**src/hw/rtl/sstr_pkg.sv**
```systemverilog
// Shared types, codes and helpers for the substring search block.
// No dependencies; imported by sstr_cell, substring_search and the testbench.
package sstr_pkg;

	localparam int MATCH_POS_W = 32;

	localparam logic [1:0] REQ_CLEAR  = 2'd0;
	localparam logic [1:0] REQ_NEEDLE = 2'd1;
	localparam logic [1:0] REQ_HAY    = 2'd2;
	localparam logic [1:0] REQ_END    = 2'd3;

	localparam logic [1:0] ST_NONE     = 2'd0;
	localparam logic [1:0] ST_MATCH    = 2'd1;
	localparam logic [1:0] ST_OVERFLOW = 2'd2;

	localparam logic [7:0] CHAR_UPPER_A = 8'h41;
	localparam logic [7:0] CHAR_UPPER_Z = 8'h5A;
	localparam logic [7:0] CASE_OFFSET  = 8'h20;

	typedef struct packed {
		logic [1:0] req_type;
		logic [7:0] data_byte;
	} req_t;

	typedef struct packed {
		logic [1:0]             status;
		logic [MATCH_POS_W-1:0] match_position;
	} rsp_t;

	// broadcast to every cell of the chain
	typedef struct packed {
		logic       clear;
		logic       step;
		logic       fold;
		logic [7:0] load_byte;
		logic [7:0] hay_byte;
	} cell_ctl_t;

	function automatic logic [7:0] fold_byte(input logic [7:0] b, input logic en);
		logic [7:0] r;
		r = b;
		if (en && b >= CHAR_UPPER_A && b <= CHAR_UPPER_Z) begin
			r = b + CASE_OFFSET;
		end
		return r;
	endfunction

endpackage

```
**src/hw/rtl/sstr_cell.sv**
```systemverilog
// One cell of the shift-and chain: one needle byte and one prefix-match bit.
// Depends on sstr_pkg.
module sstr_cell (
	input  logic                clk,
	input  logic                arst_n,
	input  sstr_pkg::cell_ctl_t ctl,
	input  logic                load_en,
	input  logic                prev,
	output logic                hit,
	output logic                partial
);
	import sstr_pkg::*;

	logic [7:0] needle_q;
	logic       partial_q;

	always_ff @(posedge clk) begin
		if (load_en) begin
			needle_q <= ctl.load_byte;
		end
	end

	// prefix ends here: byte matches, shorter prefix matched one byte earlier
	assign hit = prev && (fold_byte(needle_q, ctl.fold) == ctl.hay_byte);

	always_ff @(posedge clk or negedge arst_n) begin
		if (!arst_n) begin
			partial_q <= 1'b0;
		end else if (ctl.clear) begin
			partial_q <= 1'b0;
		end else if (ctl.step) begin
			partial_q <= hit;
		end
	end

	assign partial = partial_q;

endmodule

```
**src/hw/rtl/substring_search.sv**
```systemverilog
// Streaming first-occurrence substring search over a chain of needle cells.
// A result is registered in the output register, or in the skid entry while the output register is held.
// Throughput: one beat per cycle while req is not stalled; the broadcast compare across all cells sets it.
// req stalls only while both the output register and the skid entry hold results.
// Reset clears the search state and fold_case; needle bytes are unset until loaded.
module substring_search #(
	parameter int NEEDLE_MAX    = 32,
	parameter int POSITION_BITS = 32
) (
	input  logic           clk,
	input  logic           arst_n,
	input  logic           cfg_wr_en,
	input  logic           cfg_wr_data,
	input  logic           req_valid,
	output logic           req_stall,
	input  sstr_pkg::req_t req,
	output logic           rsp_valid,
	input  logic           rsp_stall,
	output sstr_pkg::rsp_t rsp
);
	import sstr_pkg::*;

	localparam int CNT_W = $clog2(NEEDLE_MAX + 1);
	localparam int EXT_W = (POSITION_BITS > MATCH_POS_W) ? POSITION_BITS : MATCH_POS_W;

	logic                     fold_q;
	logic [CNT_W-1:0]         count_q;
	logic [POSITION_BITS-1:0] hay_idx_q;
	logic                     done_q;
	logic                     ovf_q;
	logic                     hay_seen_q;

	logic      out_valid_q;
	rsp_t      out_q;
	logic      skid_valid_q;
	rsp_t      skid_q;

	logic      accept;
	logic      active;
	logic      is_needle;
	logic      is_hay;
	logic      is_end;
	logic      needle_full;
	logic      res_fire;
	rsp_t      res;
	logic      match;
	logic      out_take;
	cell_ctl_t ctl;

	logic [NEEDLE_MAX-1:0] hit;
	logic [NEEDLE_MAX-1:0] partial;
	logic [NEEDLE_MAX-1:0] last_hit;
	logic [NEEDLE_MAX-1:0] load_en;

	logic [POSITION_BITS-1:0] start_pos;
	logic [EXT_W-1:0]         start_ext;

	assign accept      = req_valid && !req_stall;
	assign active      = accept && !done_q;
	assign is_needle   = active && req.req_type == REQ_NEEDLE && !hay_seen_q;
	assign is_hay      = active && req.req_type == REQ_HAY;
	assign is_end      = active && req.req_type == REQ_END;
	assign needle_full = count_q == CNT_W'(NEEDLE_MAX);

	always_comb begin
		ctl.clear     = accept && req.req_type == REQ_CLEAR;
		ctl.step      = is_hay && !ovf_q;
		ctl.fold      = fold_q;
		ctl.load_byte = req.data_byte;
		ctl.hay_byte  = fold_byte(req.data_byte, fold_q);
	end

	genvar i;
	generate
		for (i = 0; i < NEEDLE_MAX; i++) begin : g_cell
			logic prev;
			if (i == 0) begin : g_head
				assign prev = 1'b1;
			end else begin : g_link
				assign prev = partial[i-1];
			end
			assign load_en[i]  = is_needle && !needle_full && count_q == CNT_W'(i);
			assign last_hit[i] = hit[i] && count_q == CNT_W'(i + 1);
			sstr_cell u_cell (
				.clk     (clk),
				.arst_n  (arst_n),
				.ctl     (ctl),
				.load_en (load_en[i]),
				.prev    (prev),
				.hit     (hit[i]),
				.partial (partial[i])
			);
		end
	endgenerate

	assign match     = |last_hit;
	assign start_pos = hay_idx_q - POSITION_BITS'(count_q) + POSITION_BITS'(1);
	assign start_ext = EXT_W'(start_pos);

	always_comb begin
		res_fire           = 1'b0;
		res.status         = ST_NONE;
		res.match_position = '0;
		if (is_hay && !ovf_q) begin
			if (count_q == '0) begin
				res_fire   = 1'b1;
				res.status = ST_MATCH;
			end else if (match) begin
				res_fire           = 1'b1;
				res.status         = ST_MATCH;
				res.match_position = start_ext[MATCH_POS_W-1:0];
			end
		end else if (is_end) begin
			res_fire = 1'b1;
			if (ovf_q) begin
				res.status = ST_OVERFLOW;
			end else if (count_q == '0) begin
				res.status = ST_MATCH;
			end
		end
	end

	always_ff @(posedge clk or negedge arst_n) begin
		if (!arst_n) begin
			fold_q <= 1'b0;
		end else if (cfg_wr_en) begin
			fold_q <= cfg_wr_data;
		end
	end

	always_ff @(posedge clk or negedge arst_n) begin
		if (!arst_n) begin
			count_q    <= '0;
			hay_idx_q  <= '0;
			done_q     <= 1'b0;
			ovf_q      <= 1'b0;
			hay_seen_q <= 1'b0;
		end else if (ctl.clear) begin
			count_q    <= '0;
			hay_idx_q  <= '0;
			done_q     <= 1'b0;
			ovf_q      <= 1'b0;
			hay_seen_q <= 1'b0;
		end else begin
			if (is_needle) begin
				if (needle_full) begin
					ovf_q <= 1'b1;
				end else begin
					count_q <= count_q + CNT_W'(1);
				end
			end
			if (is_hay) begin
				hay_seen_q <= 1'b1;
				hay_idx_q  <= hay_idx_q + POSITION_BITS'(1);
			end
			if (res_fire) begin
				done_q <= 1'b1;
			end
		end
	end

	// output register with one skid entry
	assign out_take  = out_valid_q && !rsp_stall;
	assign req_stall = skid_valid_q;

	always_ff @(posedge clk or negedge arst_n) begin
		if (!arst_n) begin
			out_valid_q  <= 1'b0;
			skid_valid_q <= 1'b0;
		end else if (skid_valid_q) begin
			if (out_take) begin
				skid_valid_q <= 1'b0;
			end
		end else if (res_fire) begin
			if (!out_valid_q || out_take) begin
				out_valid_q <= 1'b1;
			end else begin
				skid_valid_q <= 1'b1;
			end
		end else if (out_take) begin
			out_valid_q <= 1'b0;
		end
	end

	always_ff @(posedge clk) begin
		if (skid_valid_q) begin
			if (out_take) begin
				out_q <= skid_q;
			end
		end else if (res_fire) begin
			if (!out_valid_q || out_take) begin
				out_q <= res;
			end else begin
				skid_q <= res;
			end
		end
	end

	assign rsp_valid = out_valid_q;
	assign rsp       = out_q;

	a_skid_behind_out: assert property (@(posedge clk) disable iff (!arst_n)
		skid_valid_q |-> out_valid_q)
		else $error("skid entry held without output beat");

	a_ovf_needs_full: assert property (@(posedge clk) disable iff (!arst_n)
		ovf_q |-> needle_full)
		else $error("needle overflow flagged below capacity");

	a_pos_zero: assert property (@(posedge clk) disable iff (!arst_n)
		(rsp_valid && rsp.status != ST_MATCH) |-> rsp.match_position == '0)
		else $error("nonzero position without match");

	a_done_after_result: assert property (@(posedge clk) disable iff (!arst_n)
		(res_fire && !ctl.clear) |=> done_q)
		else $error("search not closed after result");

endmodule

```
**config.mk**
```make
export PLATFORM = sky130hd
export DESIGN_NAME = substring_search
export DESIGN_NICKNAME = d
export VERILOG_FILES = /design/src/hw/rtl/sstr_pkg.sv /design/src/hw/rtl/sstr_cell.sv /design/src/hw/rtl/substring_search.sv
export SDC_FILE = /design/constraint.sdc
export NUM_CORES = 1
export LEC_CHECK = 0
export ABC_AREA = 1
export BUFFER_PORTS_ARGS = -buffer_cell sky130_fd_sc_hd__buf_2
export CAP_MARGIN = 20
export CORE_UTILIZATION = 55
export CTS_CLUSTER_SIZE = 40
export DETAILED_ROUTE_END_ITERATION = 16
export PLACE_DENSITY_LB_ADDON = 0.2
export SETUP_SLACK_MARGIN = 0.4
export SYNTH_ARGS = -nofsm -noshare
export SYNTH_HDL_FRONTEND = slang
export SYNTH_SLANG_ARGS = --single-unit
```
**constraint.sdc**
```tcl
create_clock -name clk -period 4.3 [get_ports clk]
set_input_delay 0.43 -clock clk [delete_from_list [all_inputs] [get_ports clk]]
set_output_delay 0.43 -clock clk [all_outputs]
set_load 0.05 [all_outputs]
```
==> out/qor.txt, run 1 <==
Hold Crit Endpoint: fold_q
Layout fillers: 3849
Setup TNS: 0 ns
Post-route minimum period: 3.713 ns
Routed Wire Length: 71170 um
Finished Cell Area: 27280 um2
Share of the clock period used by the worst path: 86.35%
Async set-reset flop share out of synthesis: 18.80%
Average wire per standard cell: 18.91 um
Slew at the pin with the worst max-slew slack: 1.097 ns
Main combinational cell family by area after synthesis: simple AND/OR/NAND/NOR gates
Leading register cell type out of synthesis: sky130_fd_sc_hd__edfxtp_1
Launch instance of the worst min-delay path: cfg_wr_data
CTS H-tree lvls: 2
Instance area at placement: 25770 um2
Global routing usage summed across all routing layers: 31.07%
Commonest cells after routing, fill and taps aside: 731 x sky130_fd_sc_hd__nand2_1, 444 x sky130_fd_sc_hd__nor2_1, 381 x sky130_fd_sc_hd__inv_1
Clock group share of total power: 36.6%
Number of enable-type register cells in the synthesized netlist: 324
Number of iterations in the first detailed-routing pass: 6
Number of hold-slack violations in the final timing report: 0
Maximum clock skew at final layout: 0.01378 ns
Mean cell area of the mapped netlist: 8.100 um2
Die W: 214.3 um
Pin count of the biggest net entering global routing: 65
Share of synthesized area spent on multiplexers: 0.04543%
Max Clk Rate: 0.2693 GHz
Share of layout cells above drive strength 1: 9.206%
Post-detailed-route via-to-cell ratio: 5.731
Met2 track utilization from global routing: 49.08%
Routed vias: 21573
Critical path class: flop to flop
Worst-Skew Late Latency: 0.58 ns
Seq pwr share: 41.8%
Most common cell after layout, fill and taps aside: sky130_fd_sc_hd__nand2_1
Antenna violations before repair: 0
Count of routing violations after the opening detailed-route iteration: 2141
Area share of and/or/nand/nor cells after synthesis: 28.41%
Synth Warn #: 0
Cell at the root of the clock tree: sky130_fd_sc_hd__clkbuf_16
Clock slew at the register clock pins of the worst setup and hold paths: 0.06 ns
Top-level I/O count: 52
Max-slew violation count: 0
Gr busiest metal: met2
Residual antenna-violating net count after detailed routing: 0
RSZ-0062 raised after global routing: no
Via count of the first global-routing pass: 20516
Cell internal power dissipation: 7.380 mW
Area growth from synthesis to layout: 10.08%
Fraction of the mapped netlist area in compound gates: 8.986%
Result of the run: completed
Final global-route overflow total: 0
Total power density per cell area: 391.7 nW/um2
Worst-case hold slack: 0.1349 ns
Floorplan die area: 45920 um2
CTS tree: built
Required time of the critical path: 4.53 ns
Leakage Power: 12.17 nW
CP startpoint kind: flop
Path type of the worst min-delay path: input port to flop
Worst-case vdd ir drop: 0.3932 mV
Worst reg2reg endpoint: skid_q[25]
Setup violations, final: 0
Most area-hungry cell type in the Yosys netlist: sky130_fd_sc_hd__edfxtp_1
Met3 demand-to-capacity share in global routing: 4.000%
Worst r2r path cells: 17
Number of buffers added on ports: 51
Relative slew slack: 26.31%
Total nets after synthesis: 3175
Total core area: 44320 um2
Cell count after synthesis: 3060
Switching power: 3.306 mW
Synthesized cell area: 24790 um2
Number of cell rows: 77
Switching part of the total: 30.94%
Fraction of the mapped netlist area in adder cells: 5.028%
Worst R2R Setup Slack: 0.59 ns
Num CTS Buffers: 44
Signal arrival time at the worst endpoint: 3.95 ns
Wire length of the first global-routing pass: 111200 um
DRC violations left: 0
Crit-path max FO: 34
Clock tree buffer depth: 3
Diode insertion count for antenna repair: 0
Post-synthesis xor/xnor area fraction: 2.474%
Ordered cell list for the critical path: inv_1 -> ha_1 -> nand2_1 -> nor3_1 -> nand3_1 -> nor2_1 -> nand3_1 -> nand2_1 -> nor2_1 -> nand2_1 -> nor2_4 -> nand3_2 -> nand2_2 -> nand2_1 -> nand2_1 -> inv_1 -> buf_4
Sequential area share after synthesis: 46.83%
Main area contributors after synthesis: sky130_fd_sc_hd__edfxtp_1 39%, sky130_fd_sc_hd__nand2_1 11%, sky130_fd_sc_hd__dfrtp_1 7.6%, sky130_fd_sc_hd__nor2_1 6.7%, sky130_fd_sc_hd__inv_1 5.8%
Combinational fraction of design power: 21.6%
Crit-path slowest cell: sky130_fd_sc_hd__nor3_1
Half-perimeter wire length after placement: 51430 um
Critical Path End Type: flop
Number of max-capacitance violations reported: 0
Number of stages on the worst hold path: 2
Most numerous cell on the critical path: sky130_fd_sc_hd__nand2_1
Delay of the slowest critical-path stage: 0.54 ns
Die height: 214.3 um
Layout net count: 3256
Distinct cell type count after synthesis: 54
Clock tree sinks: 399
Placer congestion estimate: 0.9557
Effective utilization at floorplan: 55.93%
Worst flop-to-flop path startpoint: count_q[0]
Seq cells post-synth: 399
Fraction of post-synthesis cell area in the top cell type by area: 39.25%
GR Util met1: 43.67%
metal layers:
layer / vias to the layer above / part of all wire [%]
met3: 170 / 8.4
met1: 10157 / 44
met4: 0 / 3.3
met5: - / 0
met2: 942 / 45
li1: 10304 / -
synthesized netlist by cell type, types with 7 or more instances:
| cell type | n |
|---|---|
| sky130_fd_sc_hd__xnor2_1 | 38 |
| sky130_fd_sc_hd__buf_6 | 13 |
| sky130_fd_sc_hd__nand2_2 | 11 |
| sky130_fd_sc_hd__nor3_1 | 45 |
| sky130_fd_sc_hd__nor2_1 | 445 |
| sky130_fd_sc_hd__nand3b_2 | 8 |
| sky130_fd_sc_hd__buf_2 | 24 |
| sky130_fd_sc_hd__nand3_1 | 193 |
| sky130_fd_sc_hd__o21ai_0 | 142 |
| sky130_fd_sc_hd__nor2_4 | 7 |
| sky130_fd_sc_hd__clkbuf_1 | 27 |
| sky130_fd_sc_hd__buf_4 | 15 |
| sky130_fd_sc_hd__nand3b_1 | 18 |
| sky130_fd_sc_hd__o22ai_1 | 34 |
| sky130_fd_sc_hd__nand4_2 | 7 |
| sky130_fd_sc_hd__xor2_1 | 32 |
| sky130_fd_sc_hd__dfrtp_1 | 75 |
| sky130_fd_sc_hd__nor2_2 | 21 |
| sky130_fd_sc_hd__a21oi_2 | 13 |
| sky130_fd_sc_hd__edfxtp_1 | 324 |
| sky130_fd_sc_hd__a21oi_1 | 165 |
| sky130_fd_sc_hd__nand4_1 | 82 |
| sky130_fd_sc_hd__or2_2 | 12 |
| sky130_fd_sc_hd__o21bai_1 | 7 |
| sky130_fd_sc_hd__ha_1 | 98 |
| sky130_fd_sc_hd__inv_1 | 382 |
| sky130_fd_sc_hd__o21ai_1 | 15 |
| sky130_fd_sc_hd__nand2_1 | 731 |
state kept, by name, indices dropped and copies added, names as in the netlist:
name and count:
hay_seen_q 1, req_stall 1, ovf_q 1, skid_q 34, g_cell.u_cell.needle_q 256, rsp_valid 1
done_q 1, count_q 6, fold_q 1, rsp 34, hay_idx_q 32, g_cell.u_cell.partial 31
worst max path at each step:
stage | start | to | slack [ns] | depth (start not counted)
2_1_floorplan | req[3] | skid_q[0] | 1.16 | 20
3_3_place_gp | req[5] | skid_q[29] | 0.60 | 20
3_5_place_dp | req[5] | skid_q[29] | 0.54 | 20
4_1_cts | count_q[0] | g_cell[18].u_cell.needle_q[2] | 0.64 | 7
5_1_grt | count_q[0] | skid_q[25] | 0.45 | 17
6_report | count_q[0] | skid_q[25] | 0.59 | 17
repair_timing:
item | 4_1_cts | 5_1_grt
setup buffers | 0 | 0
hold endpoints to repair | 46 | 0
hold buffers | 1 | 0
gates resized for setup | 0 | 0
cell families after synthesis:
| group | after synthesis |
|---|---|
| AO/OA/AOI/OAI | 407 |
| multiplexers | 1 |
| buffers and inverters | 480 |
| XOR/XNOR | 70 |
| adder cells (fa/ha/maj) | 99 |
| flip-flops | 399 |
| AND/OR/NAND/NOR | 1604 |
per-stage QoR:
step	power, mW	util, %	cells	setup slack [ns]
final	10.69	61.56	3764	0.5870
after global routing	11.05	61.56	3764	0.4546
after CTS	10.71	61.49	3760	0.6400
after detailed placement	6.820	58.15	3682	0.5434
after global placement	6.793	58.10	3678	0.5980
after floorplan	6.171	-	3060	1.160
power groups by stage:
stage	clock [mW]	combinational (mW)	sequential, mW
finish	3.91	2.30	4.47
global route	4.08	2.49	4.48
CTS	3.96	2.28	4.47
detailed placement	0	2.27	4.55
global placement	0	2.25	4.55
floorplan	0	1.31	4.86
worst max-delay path, delay by kind of cell (launching register included):
kind / cells / cell delay, ns
flops: 1 / 0.44
fa+ha+maj: 1 / 0.37
simple gates: 13 / 1.95
buf+inv: 3 / 0.61
final cells by class:
type	count	area, um2	area share, %
timing repair buffer	123	843.3	3.091
clock inverter	28	329.1	1.206
clock buffer	49	1141	4.183
multi-input combinational	2181	11150	40.85
sequential	399	11610	42.54
inverter	392	1476	5.412
tap	592	740.7	2.715
No activity file was read; power rests on OpenSTA's default activity.
==> run 2: changes to the inputs <==
--- a/config.mk
+++ b/config.mk
@@ -11,6 +11,7 @@
 export CORE_UTILIZATION = 55
 export CTS_CLUSTER_SIZE = 40
 export DETAILED_ROUTE_END_ITERATION = 16
+export MAX_ROUTING_LAYER = met4
 export PLACE_DENSITY_LB_ADDON = 0.2
 export SETUP_SLACK_MARGIN = 0.4
 export SYNTH_ARGS = -nofsm -noshare
==> run 2 against run 1 <==
Core utilization grew 0.25 points. Combinational power is essentially flat. First-iteration DRC count shrank 0.28%. Non-clock buffer count grew 1. Die area is the same. Register-to-register slack gained 0.04 ns. Setup slack gained 0.039 ns. Largest power group unchanged. Highest routed layer unchanged.
==> out/qor.txt, run 2 (synthesized netlist as in run 1, its figures left out) <==
Result of the run: completed
Top-level I/O count: 52 (unchanged)
Routed vias: 21471 (-0.47%)
Area occupied by multi-input gates: 11150 um2 (unchanged)
Critical path buffer and inverter count: 3 (unchanged)
Antenna violations before repair: 1 (+1)
Maximum clock skew at final layout: 0.02139 ns (+0.007610 ns)
Register with the highest flop count: g_cell.u_cell.needle_q
Residual antenna-violating net count after detailed routing: 0 (unchanged)
Most common cell after layout, fill and taps aside: sky130_fd_sc_hd__nand2_1
CTS H-tree lvls: 2 (unchanged)
Crit-path max FO: 34 (unchanged)
Final global-route overflow total: 0 (unchanged)
Placer congestion estimate: 0.9656 (+1.0%)
Combinational fraction of design power: 21.2% (-0.4 points)
Crit-path slowest cell: sky130_fd_sc_hd__dfrtp_1
Switching part of the total: 30.60% (-0.34 points)
Via count of the first global-routing pass: 20392 (-0.60%)
Die W: 214.3 um (unchanged)
Ordered cell list for the critical path: nand2_2 -> nor2_4 -> nand3_4 -> nand2_2 -> nand2_4 -> buf_4 -> nand2_1 -> nand2_1 -> nor2_1 -> nand3_1 -> nand2_1 -> nor2_1 -> nand2_2 -> nor2_4 -> nand3_2 -> nand2_2 -> nand2_1 -> nand2_1 -> inv_1 -> buf_4
Delay of the slowest critical-path stage: 0.50 ns (-0.04 ns)
Post-detailed-route via-to-cell ratio: 5.692 (-0.68%)
Switching power: 3.334 mW (+0.83%)
Clock tree buffer depth: 3 (unchanged)
Worst-Skew Late Latency: 0.59 ns (about the same)
Wire length of the first global-routing pass: 112600 um (+1.3%)
Count of routing violations after the opening detailed-route iteration: 2135 (-0.28%)
Most numerous cell on the critical path: sky130_fd_sc_hd__nand2_1
Path type of the worst min-delay path: input port to flop
Leakage Power: 12.23 nW (+0.51%)
Share of the clock period used by the worst path: 85.44% (-0.91 points)
Seq pwr share: 41.0% (-0.8 points)
Slew at the pin with the worst max-slew slack: 0.9771 ns (-0.1199 ns)
Area growth from synthesis to layout: 10.52%
Num CTS Buffers: 45 (+2.3%)
Routed Wire Length: 72140 um (+1.4%)
CP startpoint kind: flop
Setup violations, final: 0 (unchanged)
Finished Cell Area: 27390 um2 (+0.40%)
Number of hold-slack violations in the final timing report: 0 (unchanged)
Worst-case vdd ir drop: 0.3526 mV (-10%)
DRC violations left: 0 (unchanged)
Total core area: 44320 um2 (unchanged)
Number of iterations in the first detailed-routing pass: 6 (unchanged)
Number of buffers added on ports: 51 (unchanged)
Relative slew slack: 34.36% (+8.1 points)
Max-slew violation count: 0 (unchanged)
Clock slew at the register clock pins of the worst setup and hold paths: 0.07 ns (about the same)
Signal arrival time at the worst endpoint: 3.90 ns (-0.05 ns)
Floorplan die area: 45920 um2 (unchanged)
Post-route minimum period: 3.674 ns (-0.03902 ns)
Die height: 214.3 um (unchanged)
Layout net count: 3258 (+0.061%)
Critical path class: flop to flop
Pin count of the biggest net entering global routing: 65 (unchanged)
Clock tree sinks: 399 (unchanged)
Number of cell rows: 77 (unchanged)
Layout fillers: 3820 (-0.75%)
Commonest cells after routing, fill and taps aside: 731 x sky130_fd_sc_hd__nand2_1, 444 x sky130_fd_sc_hd__nor2_1, 381 x sky130_fd_sc_hd__inv_1
RSZ-0062 raised after global routing: no
Average wire per standard cell: 19.13 um (+1.2%)
CTS tree: built
Critical Path End Type: flop
Setup TNS: 0 ns (unchanged)
Cell internal power dissipation: 7.562 mW (+2.5%)
Number of max-capacitance violations reported: 0 (unchanged)
Global routing usage summed across all routing layers: 32.55% (+1.5 points)
Half-perimeter wire length after placement: 51170 um (-0.50%)
Effective utilization at floorplan: 55.93% (unchanged)
Required time of the critical path: 4.53 ns (about the same)
Clock group share of total power: 37.7% (+1.1 points)
Footprint of the flip-flops and latches: 11610 um2 (unchanged)
Max Clk Rate: 0.2722 GHz (+1.1%)
Total power density per cell area: 397.8 nW/um2 (+1.6%)
Worst path top cell family by delay: simple AND/OR/NAND/NOR gates
Cell at the root of the clock tree: sky130_fd_sc_hd__clkbuf_16
Instance area at placement: 25770 um2 (about the same)
Share of layout cells above drive strength 1: 9.280% (+0.074 points)
Number of flip-flops under the largest register name: 256 (unchanged)
[run 2: cell types whose count changed in the layout (fill, tap and decap cells not counted), sizes merged]
cell      delta
buf          +2
bufinv       +2
clkbuf       +8
clkinv       -3
clkinvlp     -3
diode        +1
inv          +1
[run 2: cell type report]
cell class                      count  share of cell area [%]
Tap cell                          592                   2.704
Sequential cell                   399                   42.37
Clock inverter                     25                   1.320
Timing Repair Buffer              124                   3.152
Multi-Input combinational cell   2181                   40.69
Inverter                          392                   5.390
Antenna cell                        1                0.009136
Clock buffer                       58                   4.362
[run 2: through the flow]
stage	util [%]	worst slack [ns]	power (mW)	cells	hold slack [ns]
finish	61.81	0.6260	10.90	3772	0.1059
global route	61.81	0.4029	11.29	3772	0.1206
CTS	61.68	0.7036	10.92	3763	0.08360
detailed placement	58.14	0.5260	6.836	3679	0.4752
global placement	58.13	0.5600	6.805	3678	0.4730
floorplan	-	1.160	6.171	3060	0.1344
[run 2: timing repair]
action,CTS,global route
hold buffers,1,0
resized for setup,0,0
hold endpoints to repair,46,0
buffers inserted,0,0
[run 2: final timing paths]
kind,cells after the start,slack (ns),start,to
setup / recovery,20,0.63,fold_q,skid_q[26]
hold / removal,3,0.11,rsp_stall,req_stall
setup reg to reg,20,0.63,fold_q,skid_q[26]
hold reg to reg,1,0.48,hay_idx_q[31],hay_idx_q[31]
max in group asynchronous,3,2.82,arst_n,g_cell[22].u_cell.partial
min in group asynchronous,2,0.46,arst_n,g_cell[2].u_cell.partial
[run 2: layer usage]
metal  track usage (%)  part of all wire, %  up-vias
li1                  -                    -    10298
met1             44.54                   44    10075
met2             48.77                   44      919
met3             5.149                  8.5      179
met4             12.45                  3.7        0
met5                 -                    0        -
[run 2: tightest hold or removal path, delay by kind of cell]
family / cells / cell delay (ns)
buffers and inverters: 1 / 0.09
and+or+nand+nor: 1 / 0.06
AOI/OAI and AO/OA: 1 / 0.08
[run 2: power by group through the flow]
stage          Combinational (mW)  Sequential (mW)  Clock (mW)
3_5_place_dp                 2.29             4.55           0
6_report                     2.31             4.47        4.11
2_1_floorplan                1.31             4.86           0
3_3_place_gp                 2.26             4.55           0
5_1_grt                      2.52             4.48        4.29
4_1_cts                      2.29             4.47        4.15
